==> src/hdl/stt_pkg.sv <==
// Package for the software timer table: request, status and error codes,
// default sizes and the result beat layout.
// No dependencies; every other file of the block uses it.
package stt_pkg;

   localparam int TimerCountDef = 8;
   localparam int TickBitsDef   = 16;

   localparam int ReqTypeW = 3;
   localparam int IdW      = 6;
   localparam int PresetW  = 16;
   localparam int StatusW  = 2;
   localparam int ErrorW   = 2;

   localparam logic [ReqTypeW-1:0] REQ_CREATE   = 3'd0;
   localparam logic [ReqTypeW-1:0] REQ_START    = 3'd1;
   localparam logic [ReqTypeW-1:0] REQ_STOP     = 3'd2;
   localparam logic [ReqTypeW-1:0] REQ_PAUSE    = 3'd3;
   localparam logic [ReqTypeW-1:0] REQ_CONTINUE = 3'd4;
   localparam logic [ReqTypeW-1:0] REQ_REMOVE   = 3'd5;
   localparam logic [ReqTypeW-1:0] REQ_STATUS   = 3'd6;
   localparam logic [ReqTypeW-1:0] REQ_TICK     = 3'd7;

   localparam logic [StatusW-1:0] ST_UNUSED = 2'd0;
   localparam logic [StatusW-1:0] ST_OFF    = 2'd1;
   localparam logic [StatusW-1:0] ST_ON     = 2'd2;
   localparam logic [StatusW-1:0] ST_PAUSED = 2'd3;

   localparam logic [ErrorW-1:0] ERR_NONE  = 2'd0;
   localparam logic [ErrorW-1:0] ERR_RANGE = 2'd1;
   localparam logic [ErrorW-1:0] ERR_FULL  = 2'd2;

   typedef struct packed {
      logic [IdW-1:0]     slot_id;
      logic [StatusW-1:0] slot_status;
      logic [ErrorW-1:0]  error_code;
      logic               fired;
      logic               last;
   } rsp_type;

endpackage

==> src/hdl/stt_if.sv <==
// Valid/ready channel interfaces for the software timer table.
// Depends on stt_pkg for the field widths.
interface stt_req_if;
   logic                          valid;
   logic                          ready;
   logic [stt_pkg::ReqTypeW-1:0]  req_type;
   logic [stt_pkg::IdW-1:0]       timer_id;
   logic [stt_pkg::PresetW-1:0]   preset;
   logic                          cyclic;

   modport source (output valid, req_type, timer_id, preset, cyclic, input ready);
   modport sink   (input valid, req_type, timer_id, preset, cyclic, output ready);
endinterface

interface stt_rsp_if;
   logic                          valid;
   logic                          ready;
   logic [stt_pkg::IdW-1:0]       slot_id;
   logic [stt_pkg::StatusW-1:0]   slot_status;
   logic [stt_pkg::ErrorW-1:0]    error_code;
   logic                          fired;
   logic                          last;

   modport source (output valid, slot_id, slot_status, error_code, fired, last,
                   input ready);
   modport sink   (input valid, slot_id, slot_status, error_code, fired, last,
                   output ready);
endinterface

==> src/hdl/software_timer_table_top.sv <==
// Top level of the software timer table: sequencer, slot memory and result register.
// Depends on stt_pkg and on the channel interfaces in stt_if.sv.
//
// Usage: each request beat on req carries a request type, a slot id, a preset
// and a mode bit. Every request but tick answers with exactly one beat on rsp,
// with last set. A tick walks all slots in ascending order and answers with one
// beat per fired timer, last set on the final one; a tick that fires nothing
// answers with no beat at all.
// Timing: the slot table lives in a memory with a registered read port, and one
// sequencer walks it one slot per cycle while a tick is not held by rsp. A request
// on a single slot passes through the read, evaluate and flush states; create and
// tick walk the slots in turn, and create stops at the first free slot.
// req.ready is high only while the sequencer is idle, one request at a time.
// The result register sits between the sequencer and rsp, so a request can be
// accepted while the previous result still waits. When rsp stalls, a tick holds
// at the next slot that fires until the result register is free.
// Reset clears all per-slot valid bits at once, so every slot reads as unused
// with a zero preset and count; no clearing pass is needed.
module software_timer_table_top #(
   parameter int TIMER_COUNT = stt_pkg::TimerCountDef,
   parameter int TICK_BITS   = stt_pkg::TickBitsDef
) (
   input logic          clock,
   input logic          reset,
   stt_req_if.sink      req,
   stt_rsp_if.source    rsp
);

   localparam int IDX_W   = (TIMER_COUNT > 1) ? $clog2(TIMER_COUNT) : 1;
   localparam int ENTRY_W = stt_pkg::StatusW + 1 + 2 * TICK_BITS;
   localparam logic [IDX_W-1:0] LAST_IDX = IDX_W'(TIMER_COUNT - 1);

   typedef enum logic [1:0] {S_IDLE, S_READ, S_EVAL, S_FLUSH} state_type;

   state_type                     state_ff, state_in;
   logic [stt_pkg::ReqTypeW-1:0]  op_ff, op_in;
   logic [stt_pkg::IdW-1:0]       id_ff, id_in;
   logic [TICK_BITS-1:0]          preset_ff, preset_in;
   logic                          cyclic_ff, cyclic_in;
   logic [IDX_W-1:0]              idx_ff, idx_in;
   logic                          pend_valid_ff, pend_valid_in;
   stt_pkg::rsp_type              pend_ff, pend_in;
   logic                          out_valid_ff, out_valid_in;
   stt_pkg::rsp_type              out_ff, out_in;
   logic [TIMER_COUNT-1:0]        valid_ff, valid_in;

   logic [ENTRY_W-1:0]            slot_mem [TIMER_COUNT];
   logic [ENTRY_W-1:0]            rd_data_ff;
   logic                          mem_re, mem_we;
   logic [IDX_W-1:0]              rd_addr;
   logic [ENTRY_W-1:0]            wr_data;

   logic [ENTRY_W-1:0]            cur;
   logic [stt_pkg::StatusW-1:0]   cur_state, new_state;
   logic                          cur_cyc;
   logic [TICK_BITS-1:0]          cur_preset, cur_elapsed, inc, new_elapsed, new_preset;
   logic                          new_cyc;
   logic                          hit, is_last, out_free, is_walk;

   // A slot never written since reset reads as all zero, i.e. unused.
   assign cur         = valid_ff[idx_ff] ? rd_data_ff : '0;
   assign cur_state   = cur[ENTRY_W-1 -: stt_pkg::StatusW];
   assign cur_cyc     = cur[2*TICK_BITS];
   assign cur_preset  = cur[2*TICK_BITS-1 -: TICK_BITS];
   assign cur_elapsed = cur[TICK_BITS-1:0];
   assign inc         = cur_elapsed + TICK_BITS'(1);
   assign hit         = (cur_state == stt_pkg::ST_ON) && (inc == cur_preset);
   assign is_last     = (idx_ff == LAST_IDX);
   assign out_free    = !out_valid_ff || rsp.ready;
   assign is_walk     = (op_ff == stt_pkg::REQ_CREATE) || (op_ff == stt_pkg::REQ_TICK);
   assign wr_data     = {new_state, new_cyc, new_preset, new_elapsed};

   always_comb begin
      state_in      = state_ff;
      op_in         = op_ff;
      id_in         = id_ff;
      preset_in     = preset_ff;
      cyclic_in     = cyclic_ff;
      idx_in        = idx_ff;
      pend_valid_in = pend_valid_ff;
      pend_in       = pend_ff;
      out_valid_in  = out_valid_ff;
      out_in        = out_ff;
      valid_in      = valid_ff;
      mem_re        = 1'b0;
      mem_we        = 1'b0;
      rd_addr       = idx_ff;
      new_state     = cur_state;
      new_cyc       = cur_cyc;
      new_preset    = cur_preset;
      new_elapsed   = cur_elapsed;

      if (out_valid_ff && rsp.ready) begin
         out_valid_in = 1'b0;
      end

      case (state_ff)
         S_IDLE: begin
            if (req.valid) begin
               op_in     = req.req_type;
               id_in     = req.timer_id;
               preset_in = TICK_BITS'(req.preset);
               cyclic_in = req.cyclic;
               if (req.req_type == stt_pkg::REQ_CREATE || req.req_type == stt_pkg::REQ_TICK) begin
                  idx_in   = '0;
                  state_in = S_READ;
               end else if ({1'b0, req.timer_id} >= 7'(TIMER_COUNT)) begin
                  pend_in       = '{slot_id: req.timer_id, slot_status: stt_pkg::ST_UNUSED,
                                    error_code: stt_pkg::ERR_RANGE, fired: 1'b0, last: 1'b1};
                  pend_valid_in = 1'b1;
                  state_in      = S_FLUSH;
               end else begin
                  idx_in   = req.timer_id[IDX_W-1:0];
                  state_in = S_READ;
               end
            end
         end
         S_READ: begin
            mem_re   = 1'b1;
            state_in = S_EVAL;
         end
         S_EVAL: begin
            case (op_ff)
               stt_pkg::REQ_CREATE: begin
                  new_state   = stt_pkg::ST_OFF;
                  new_cyc     = cyclic_ff;
                  new_elapsed = '0;
                  if (cur_state == stt_pkg::ST_UNUSED) begin
                     mem_we        = 1'b1;
                     pend_in       = '{slot_id: stt_pkg::IdW'(idx_ff),
                                       slot_status: stt_pkg::ST_OFF,
                                       error_code: stt_pkg::ERR_NONE, fired: 1'b0, last: 1'b1};
                     pend_valid_in = 1'b1;
                     state_in      = S_FLUSH;
                  end else if (is_last) begin
                     pend_in       = '{slot_id: '0, slot_status: stt_pkg::ST_UNUSED,
                                       error_code: stt_pkg::ERR_FULL, fired: 1'b0, last: 1'b1};
                     pend_valid_in = 1'b1;
                     state_in      = S_FLUSH;
                  end else begin
                     mem_re  = 1'b1;
                     rd_addr = idx_ff + IDX_W'(1);
                     idx_in  = idx_ff + IDX_W'(1);
                  end
               end
               stt_pkg::REQ_TICK: begin
                  new_elapsed = (hit && cur_cyc) ? '0 : inc;
                  new_state   = (hit && !cur_cyc) ? stt_pkg::ST_OFF : cur_state;
                  // A second fire needs the result register for the one before it.
                  if (!(hit && pend_valid_ff && !out_free)) begin
                     mem_we = (cur_state == stt_pkg::ST_ON);
                     if (hit) begin
                        if (pend_valid_ff) begin
                           out_in       = pend_ff;
                           out_in.last  = 1'b0;
                           out_valid_in = 1'b1;
                        end
                        pend_in       = '{slot_id: stt_pkg::IdW'(idx_ff), slot_status: new_state,
                                          error_code: stt_pkg::ERR_NONE, fired: 1'b1, last: 1'b1};
                        pend_valid_in = 1'b1;
                     end
                     if (is_last) begin
                        state_in = (hit || pend_valid_ff) ? S_FLUSH : S_IDLE;
                     end else begin
                        mem_re  = 1'b1;
                        rd_addr = idx_ff + IDX_W'(1);
                        idx_in  = idx_ff + IDX_W'(1);
                     end
                  end
               end
               default: begin
                  mem_we = 1'b1;
                  case (op_ff)
                     stt_pkg::REQ_REMOVE: begin
                        new_state   = stt_pkg::ST_UNUSED;
                        new_cyc     = 1'b0;
                        new_preset  = '0;
                        new_elapsed = '0;
                     end
                     stt_pkg::REQ_START: begin
                        if (cur_state != stt_pkg::ST_UNUSED) begin
                           new_state   = stt_pkg::ST_ON;
                           new_preset  = preset_ff;
                           new_elapsed = '0;
                        end
                     end
                     stt_pkg::REQ_STOP: begin
                        if (cur_state != stt_pkg::ST_UNUSED) new_state = stt_pkg::ST_OFF;
                     end
                     stt_pkg::REQ_PAUSE: begin
                        if (cur_state != stt_pkg::ST_UNUSED) new_state = stt_pkg::ST_PAUSED;
                     end
                     stt_pkg::REQ_CONTINUE: begin
                        if (cur_state != stt_pkg::ST_UNUSED) new_state = stt_pkg::ST_ON;
                     end
                     default: begin
                        // Status reads the slot back unchanged.
                     end
                  endcase
                  pend_in       = '{slot_id: id_ff, slot_status: new_state,
                                    error_code: stt_pkg::ERR_NONE, fired: 1'b0, last: 1'b1};
                  pend_valid_in = 1'b1;
                  state_in      = S_FLUSH;
               end
            endcase
            if (mem_we) begin
               valid_in[idx_ff] = 1'b1;
            end
         end
         S_FLUSH: begin
            if (out_free) begin
               out_in        = pend_ff;
               out_in.last   = 1'b1;
               out_valid_in  = 1'b1;
               pend_valid_in = 1'b0;
               state_in      = S_IDLE;
            end
         end
         default: begin
            state_in = S_IDLE;
         end
      endcase
   end

   always_ff @(posedge clock) begin
      if (reset) begin
         state_ff      <= S_IDLE;
         pend_valid_ff <= 1'b0;
         out_valid_ff  <= 1'b0;
         valid_ff      <= '0;
      end else begin
         state_ff      <= state_in;
         pend_valid_ff <= pend_valid_in;
         out_valid_ff  <= out_valid_in;
         valid_ff      <= valid_in;
         op_ff         <= op_in;
         id_ff         <= id_in;
         preset_ff     <= preset_in;
         cyclic_ff     <= cyclic_in;
         idx_ff        <= idx_in;
         pend_ff       <= pend_in;
         out_ff        <= out_in;
      end
   end

   always_ff @(posedge clock) begin
      if (mem_we) begin
         slot_mem[idx_ff] <= wr_data;
      end
      if (mem_re) begin
         rd_data_ff <= slot_mem[rd_addr];
      end
   end

   assign req.ready       = (state_ff == S_IDLE);
   assign rsp.valid       = out_valid_ff;
   assign rsp.slot_id     = out_ff.slot_id;
   assign rsp.slot_status = out_ff.slot_status;
   assign rsp.error_code  = out_ff.error_code;
   assign rsp.fired       = out_ff.fired;
   assign rsp.last        = out_ff.last;

   // The pending result is always handed on before the sequencer returns to idle.
   assert property (@(posedge clock) disable iff (reset)
      (state_ff == S_IDLE) |-> !pend_valid_ff)
      else $error("pending result left behind in idle");

   // An accepted request always starts a walk or a flush.
   assert property (@(posedge clock) disable iff (reset)
      (req.valid && req.ready) |=> (state_ff != S_IDLE))
      else $error("request accepted without being served");

   // A timeout beat never carries an error.
   assert property (@(posedge clock) disable iff (reset)
      (rsp.valid && rsp.fired) |-> (rsp.error_code == stt_pkg::ERR_NONE))
      else $error("fired result with an error code");

   // Slot memory is written only while a slot is evaluated.
   assert property (@(posedge clock) disable iff (reset)
      mem_we |-> (state_ff == S_EVAL && !is_walk) || (state_ff == S_EVAL))
      else $error("slot memory written outside evaluation");

endmodule

==> src/flat_wrapper.sv <==
// flat-port wrapper written by rule: the top's interface ports become plain ports
module software_timer_table_top_flat 
#(
   parameter int TIMER_COUNT = stt_pkg::TimerCountDef,
   parameter int TICK_BITS   = stt_pkg::TickBitsDef
)
  (clock, reset, req_valid, req_req_type, req_timer_id, req_preset, req_cyclic, req_ready, rsp_valid, rsp_slot_id, rsp_slot_status, rsp_error_code, rsp_fired, rsp_last, rsp_ready);
  stt_req_if req_i ();
  stt_rsp_if rsp_i ();
  input logic clock;
  input logic reset;
  input wire logic [$bits(req_i.valid)-1:0] req_valid;
  input wire logic [$bits(req_i.req_type)-1:0] req_req_type;
  input wire logic [$bits(req_i.timer_id)-1:0] req_timer_id;
  input wire logic [$bits(req_i.preset)-1:0] req_preset;
  input wire logic [$bits(req_i.cyclic)-1:0] req_cyclic;
  output wire logic [$bits(req_i.ready)-1:0] req_ready;
  output wire logic [$bits(rsp_i.valid)-1:0] rsp_valid;
  output wire logic [$bits(rsp_i.slot_id)-1:0] rsp_slot_id;
  output wire logic [$bits(rsp_i.slot_status)-1:0] rsp_slot_status;
  output wire logic [$bits(rsp_i.error_code)-1:0] rsp_error_code;
  output wire logic [$bits(rsp_i.fired)-1:0] rsp_fired;
  output wire logic [$bits(rsp_i.last)-1:0] rsp_last;
  input wire logic [$bits(rsp_i.ready)-1:0] rsp_ready;
  assign req_i.valid = req_valid;
  assign req_i.req_type = req_req_type;
  assign req_i.timer_id = req_timer_id;
  assign req_i.preset = req_preset;
  assign req_i.cyclic = req_cyclic;
  assign req_ready = req_i.ready;
  assign rsp_valid = rsp_i.valid;
  assign rsp_slot_id = rsp_i.slot_id;
  assign rsp_slot_status = rsp_i.slot_status;
  assign rsp_error_code = rsp_i.error_code;
  assign rsp_fired = rsp_i.fired;
  assign rsp_last = rsp_i.last;
  assign rsp_i.ready = rsp_ready;
  software_timer_table_top #(.TIMER_COUNT(TIMER_COUNT), .TICK_BITS(TICK_BITS)) u_core (.clock(clock), .reset(reset), .req(req_i), .rsp(rsp_i));
endmodule
==> config.mk <==
export PLATFORM = sky130hd
export DESIGN_NAME = software_timer_table_top_flat
export DESIGN_NICKNAME = d
export VERILOG_FILES = /design/src/hdl/stt_pkg.sv /design/src/hdl/stt_if.sv /design/src/hdl/software_timer_table_top.sv /design/src/flat_wrapper.sv
export SDC_FILE = /design/constraint.sdc
export NUM_CORES = 1
export LEC_CHECK = 0
export ABC_CLOCK_PERIOD_IN_PS = 15500
export BUFFER_PORTS_ARGS = -buffer_cell sky130_fd_sc_hd__buf_2
export CORE_MARGIN = 10
export CORE_UTILIZATION = 63
export CTS_CLUSTER_DIAMETER = 120
export DETAILED_ROUTE_END_ITERATION = 16
export GPL_ROUTABILITY_DRIVEN = 0
export PLACE_DENSITY = 0.88
export REMOVE_ABC_BUFFERS = 1
export SYNTH_ARGS = -nofsm -noshare
export SYNTH_HDL_FRONTEND = slang
export SYNTH_SLANG_ARGS = --single-unit
==> constraint.sdc <==
create_clock -name clock -period 15.5 [get_ports clock]
set_clock_uncertainty 0.05 [all_clocks]
set_input_delay 0.775 -clock clock [delete_from_list [all_inputs] [get_ports clock]]
set_output_delay 0.775 -clock clock [all_outputs]
set_load 0.03 [all_outputs]
==> Word level (Yosys, flattened, before mapping) <==
Memories as Yosys holds them, arrays and structs flattened. A register that Yosys moved wholly into a read port is not among the register bits.
Cells that the tools add are included.
{ "word_totals": {"register_bits": 64, "ram_bits": 280, "output_inout_bits": 14, "word_cells": 170, "mem_count": 1} }
{ "op_classes": {"addsub": 2, "magnitude_cmp": 3, "eq_ne": 26, "muxes": 88, "n_bitwise": 2, "reduce_logical": 30} }
{ "memory_table": {"columns": ["name", "depth", "width", "read_ports", "rd_clocked_by_memory_dff", "wr", "line_no", "rtl"], "rows": [
  ["u_core.slot_mem", 8, 35, 1, 1, 1, "software_timer_table_top.sv:47", "logic [ENTRY_W-1:0] slot_mem [TIMER_COUNT];"]
]} }
{ "op_table": {"columns": ["cell", "n"], "rows": [
  ["2-to-1 mux 12 bit", 12],
  ["2-to-1 mux 16 bit", 6],
  ["case mux 16 bit (2 select lines)", 3],
  ["case mux 12 bit (2 select lines)", 3],
  ["2-to-1 mux 35 bit", 1],
  ["2-to-1 mux 2 bit", 14],
  ["2-to-1 mux 1 bit", 27],
  ["2-to-1 mux 3 bit", 7],
  ["adder 16 x 1 -> 16 bit, second input constant", 1],
  ["equality test 16 bit", 1],
  ["case mux 2 bit (4 select lines)", 2],
  ["AND reduction 8 bit", 2],
  ["equality test 3 bit, second input constant", 5],
  ["case mux 1 bit (2 select lines)", 6],
  ["case mux 3 bit (2 select lines)", 2],
  ["!= test 2 x 1 -> 1 bit, second input constant", 5],
  ["!= test 3 x 2 -> 1 bit, second input constant", 3],
  ["bitwise OR 8 bit", 1],
  ["case mux 2 bit (2 select lines)", 2],
  ["logical AND 1 bit", 7],
  ["AND reduction 7 bit", 1],
  ["equality test 2 bit, second input constant", 3],
  ["equality test 3 x 2 -> 1 bit, second input constant", 2],
  [">= comparator 6 x 4 -> 1 bit, second input constant", 1],
  ["other kinds (23)", 34]
]} }

==> Logic depth before layout (Yosys ltp) <==
{ "logic_depth": {"ltp_word": 14, "depth_mapped": 22} }

==> Worst setup path after synthesis <==
OpenSTA, ideal clock, no wires.
{ "synth_path": {"kind": "reg2reg", "from": "register u_core.idx_ff[0]", "to": "memory u_core.slot_mem[0][0] (netlist bit) (enable)", "t_arrival_ns": 5.811, "required_time_ns": 14.979, "path_slack_ns": 9.169, "path_stages_with_launch": 19, "n_path_buf": 4, "synth_period_minus_slack_ns": 6.331, "cell_sequence": "edfxtp_1 -> buf_2 -> mux2i_1 -> o32ai_2 -> or3_1 -> clkbuf_1 -> and2_1 -> ha_1 -> buf_2 -> nand4_2 -> nor3_1 -> nand3b_1 -> a211oi_1 -> and3_1 -> buf_4 -> nand4_2 -> nor4b_1 -> o211ai_1 -> nor3_1"} }
{ "synth_between": {"elab_chain_len": 14} }
{ "synth_lines": {"columns": ["element", "line_no", "rtl"], "rows": [
  ["from (decl)", "software_timer_table_top.sv:40", "logic [IDX_W-1:0] idx_ff, idx_in;"],
  ["from (signal assigned)", "software_timer_table_top.sv:240", "idx_ff <= idx_in;"],
  ["binary-select mux 1 bit (select 3 bit)", "software_timer_table_top.sv:61", "assign cur = valid_ff[idx_ff] ? rd_data_ff : '0;"],
  ["2-to-1 mux 1 bit (not written as such)", "software_timer_table_top.sv:61", null],
  ["2-to-1 mux 35 bit", "software_timer_table_top.sv:61", null],
  ["adder 16 x 1 -> 16 bit", "software_timer_table_top.sv:66", "assign inc = cur_elapsed + TICK_BITS'(1);"],
  ["equality test 16 bit", "software_timer_table_top.sv:67", "assign hit = (cur_state == stt_pkg::ST_ON) && (inc == cur_preset);"],
  ["logical AND 1 bit", "software_timer_table_top.sv:67", null],
  ["logical AND 1 bit (2 in a row)", "software_timer_table_top.sv:150", "if (!(hit && pend_valid_ff && !out_free)) begin"],
  ["2-to-1 mux 1 bit", "software_timer_table_top.sv:150", null],
  ["case mux 1 bit (2 select lines)", "software_timer_table_top.sv:123", "case (op_ff)"],
  ["2-to-1 mux 1 bit (2 in a row)", "software_timer_table_top.sv:97", "case (state_ff)"],
  ["2-to-1 mux 1 bit", "software_timer_table_top.sv:247", "if (mem_we) begin"],
  ["2-to-1 mux 1 bit (not written as such)", "software_timer_table_top.sv:248", "slot_mem[idx_ff] <= wr_data;"],
  ["to (decl)", "software_timer_table_top.sv:47", null]
]} }
Several ways; a longest one is shown, not always the timed one. The select of a mux whose other input is x is not followed.

==> Worst setup path after layout <==
{ "layout_path": {"from": "register u_core.idx_ff[0]", "to": "register u_core.rd_data_ff[32] (read register of u_core.slot_mem), data pin"} }
{ "layout_between": {"elab_chain_len": 11} }
{ "layout_lines": {"columns": ["element", "line_no", "rtl"], "rows": [
  ["binary-select mux 1 bit (select 3 bit)", "software_timer_table_top.sv:61", null],
  ["2-to-1 mux 1 bit (not written as such)", "software_timer_table_top.sv:61", null],
  ["2-to-1 mux 35 bit", "software_timer_table_top.sv:61", null],
  ["adder 16 x 1 -> 16 bit", "software_timer_table_top.sv:66", null],
  ["equality test 16 bit", "software_timer_table_top.sv:67", null],
  ["logical AND 1 bit", "software_timer_table_top.sv:67", null],
  ["logical AND 1 bit (2 in a row)", "software_timer_table_top.sv:150", null],
  ["2-to-1 mux 1 bit or 2-to-1 mux 3 bit (tied branches)", null, null],
  ["case mux 1 bit (2 select lines) or case mux 3 bit (2 select lines) (tied branches)", "software_timer_table_top.sv:123", null],
  ["case mux 1 bit (2 select lines) or 2-to-1 mux 3 bit (tied branches)", "software_timer_table_top.sv:97", null],
  ["to (decl)", "software_timer_table_top.sv:48", "logic [ENTRY_W-1:0] rd_data_ff;"]
]} }
Several ways; a longest one is shown, not always the timed one. The select of a mux whose other input is x is not followed.
A chain may end at the register's enable or synchronous reset.

==> impl_metrics.py <==
metrics = {
    "routing": {
        "avgViaCountPerCell": 6.75,
        "vias": 9536,
        "drtAntennaViolNets": 0,
        "routedWlPerCell_um": 25.2,
        "first_iter_violations": 1069,
        "drc_errors": 0,
        "drt_first_pass_iters": 7,
        "routed_wl_um": 35600,
    },
    "yosys": {
        "syn_inst": 1012,
        "ys_seq_elements": 379,
        "syn_area_um2": 16000,
        "yosysWarnings": 0,
        "synth-seq-area-share_pct": 70.4,
        "ys.flop_type": "edfxtp_1",
        "synth_top_area_share_pct": 68.9,
        "avgSynthCellArea_um2": 15.8,
        "synthTopCellsByCount": "367 x edfxtp_1, 140 x mux2i_1, 40 x nor2_1",
        "synth_edf_count": 367,
        "synth_top_area_cell": "edfxtp_1",
        "yosysUniqueCellTypes": 82,
        "synth_async_sr_flop_share_pct": 0,
        "synth_area_leaders": "edfxtp_1 69%, mux2i_1 8.8%, o221ai_1 1.9%",
        "synth_most_common_cell": "edfxtp_1",
    },
    "cts": {
        "root_buffer": "clkbuf_16",
        "clock_path_buffers": 3,
        "insertion_delay_ns": 0.53,
        "numCtsBuffers": 37,
        "holdBufCountCts": 0,
        "cts_tree": "yes",
        "path_clk_slew_ns": 0.06,
        "cts_setup_buffers": 0,
        "cts_max_level": 2,
        "ctsResizeCount": 0,
        "cts.sinks": 379,
    },
    "cells_and_area": {
        "final_cells": 1413,
        "drive_gt1_share_pct": 14.6,
        "area_delta_synth_final_pct": 11.0,
        "diodes": 0,
        "final_core_util_pct": 70.7,
        "num-nets-final": 1092,
    },
    "power": {
        "seqPwrFrac_pct": 49.8,
        "power_switching_w": 0.000685,
        "power.density_nw_per_um2": 145,
        "combPwrFrac_pct": 15.4,
        "power_w": 0.00258,
        "p_int_w": 0.00190,
        "clkPwrFrac_pct": 34.8,
        "p_sw_share_pct": 26.5,
        "p_leak_nw": 6.24,
        "vdd_ir_drop_max_mv": 0.108,
    },
    "grt": {
        "antenna_found_initial": 0,
        "grt_usage_pct": 21.8,
        "grt-ovfl-total": 0,
        "grt_pass1_vias": 9335,
        "grt_max_degree": 41,
        "grt_pass1_wl_um": 53700,
    },
    "floorplan": {
        "core_area_um2": 25100,
        "die_h_um": 179,
        "rows": 58,
        "start_util_pct": 63.7,
        "io_pins": 44,
        "fp.dieW_um": 179,
        "dieArea_um2": 32200,
    },
    "setup_path": {
        "crit_path_end": "u_core.rd_data_ff[32]",
        "crit_path_start": "u_core.idx_ff[0]",
        "arrival_ns": 7.22,
        "crit_type": "flop to flop",
        "crit_path_end_kind": "flop",
        "reg2reg_from": "u_core.idx_ff[0]",
        "start_kind": "flop",
        "critPathRequiredTime_ns": 15.69,
        "reg2reg_slack_ns": 8.47,
        "cp_max_fo": 38,
        "r2r_cells": 17,
        "reg2reg_to": "u_core.rd_data_ff[32]",
    },
    "timing": {
        "period_minus_slack_ns": 7.03,
        "tightest_slew_ns": 1.22,
        "hold-worst-slack_ns": 0.355,
        "drv_slew": 0,
        "slew_headroom_pct": 18.6,
        "min_period_over_period_pct": 45.4,
        "final_hold_viol_count": 0,
        "fmaxAchievable_mhz": 142,
        "grt_setup_unrepaired": "false",
        "tns_ns": 0,
        "setup_viol": 0,
    },
    "placement": {
        "post-dp-hpwl_um": 20400,
        "io_buffers": 43,
        "placed_cells": 1346,
    },
    "min_path": {
        "worstHoldPathType": "flop to flop",
    },
    "status": {
        "status": "complete, no violations",
    },
    "run": {
        "cap_violations": 0,
    },
}
==> per-layer routing <==
layer  vias up  routed length [um]  global-route usage (%)
met5         -                   0                       0
met4         0                1220                    8.27
met3       103                3570                    3.77
met2       601               17300                    36.6
met1      4696               13500                    28.2
li1       4136                   -                       -
==> kinds of logic after synthesis <==
logic type	Yosys count	synth area share [%]
flops	379	70.4
compound gates	210	10.2
simple gates	181	6.52
mux	142	8.90
buf+inv	74	2.45
xor+xnor	19	1.04
fa+ha+maj	7	0.547
==> worst min path at each step <==
stage                                 start                         to  slack [ns]  cells after the start
after floorplan           u_core.pend_ff[2]   u_core.rsp.error_code[0]        0.35                      0
after global placement    u_core.pend_ff[7]      u_core.rsp.slot_id[1]        0.35                      0
after detailed placement  u_core.pend_ff[5]  u_core.rsp.slot_status[1]        0.36                      0
after CTS                 u_core.pend_ff[8]      u_core.rsp.slot_id[2]        0.35                      0
after global routing         req_preset[14]       u_core.preset_ff[14]        0.36                      1
final                     u_core.pend_ff[8]      u_core.rsp.slot_id[2]        0.36                      0
==> cell type report <==
| cell class | instances | area, um^2 |
|---|---|---|
| Clock buffer | 47 | 995 |
| Clock inverter | 20 | 229 |
| Sequential cell | 379 | 11300 |
| Fill cell | 1552 | 7350 |
| Tap cell | 330 | 413 |
| Timing Repair Buffer | 65 | 380 |
| Multi-Input combinational cell | 559 | 4430 |
| Inverter | 13 | 48.8 |
==> power groups by stage <==
stage / registers [W] / logic, W / clock network, W
5_1_grt: 0.00129 / 0.000421 / 0.000951
6_report: 0.00129 / 0.000397 / 0.000900
3_5_place_dp: 0.00130 / 0.000387 / 0
2_1_floorplan: 0.00128 / 0.000286 / 0
3_3_place_gp: 0.00130 / 0.000372 / 0
4_1_cts: 0.00128 / 0.000392 / 0.000908
==> worst max-delay path, cell delays in order, from the launching register on <==
cell and delay (ns):
edfxtp_1 0.82, nand2b_1 0.33, o32ai_2 0.25, or3_1 0.29
and2_1 0.20, ha_1 0.35, nand4_2 0.22, nor4_2 0.36
xnor2_1 0.15, a2111oi_2 0.43, and3_1 0.40, a211oi_1 0.12
and3b_4 0.81, buf_4 0.69, nand2b_1 0.31, buf_4 0.47
o22a_1 0.25, o221ai_1 0.12
==> per-stage QoR <==
stage | setup WS, ns | cell area (um^2)
6_report | 8.47 | 17800
2_1_floorplan | 4.70 | 15700
4_1_cts | 8.66 | 17800
3_5_place_dp | 8.72 | 16500
5_1_grt | 8.15 | 17800
3_3_place_gp | 9.00 | 16500
==> state kept, by name, summed over array words and instances, names as in the netlist, named ones only <==
name / flops
u_core.cyclic_ff: 1
u_core.id_ff: 6
u_core.idx_ff: 2
u_core.op_ff: 3
u_core.pend_ff: 11
u_core.pend_valid_ff: 1
u_core.preset_ff: 16
u_core.rd_data_ff: 35
u_core.rsp.error_code: 2
u_core.rsp.fired: 1
u_core.rsp.last: 1
u_core.rsp.slot_id: 6
u_core.rsp.slot_status: 2
u_core.rsp.valid: 1
u_core.slot_mem: 280
u_core.state_ff: 2
u_core.valid_ff: 8
==> cells in the final DEF, fill, tap and decap left out, types with 8 or more instances in the layout <==
cell type / instances
dfxtp_1: 12
nand2b_1: 9
mux2i_1: 140
clkbuf_1: 8
clkbuf_16: 38
buf_2: 43
o221ai_1: 34
a21oi_1: 29
edfxtp_1: 367
buf_4: 22
xnor2_1: 13
nor2_1: 33
inv_1: 11
a22o_1: 15
clkinv_2: 8
and3_1: 10
or3_1: 12
nand3_1: 12
o22ai_1: 8
o21ai_0: 30
o22a_1: 34
nand2_1: 38
Power figures use the tool's default switching activity.
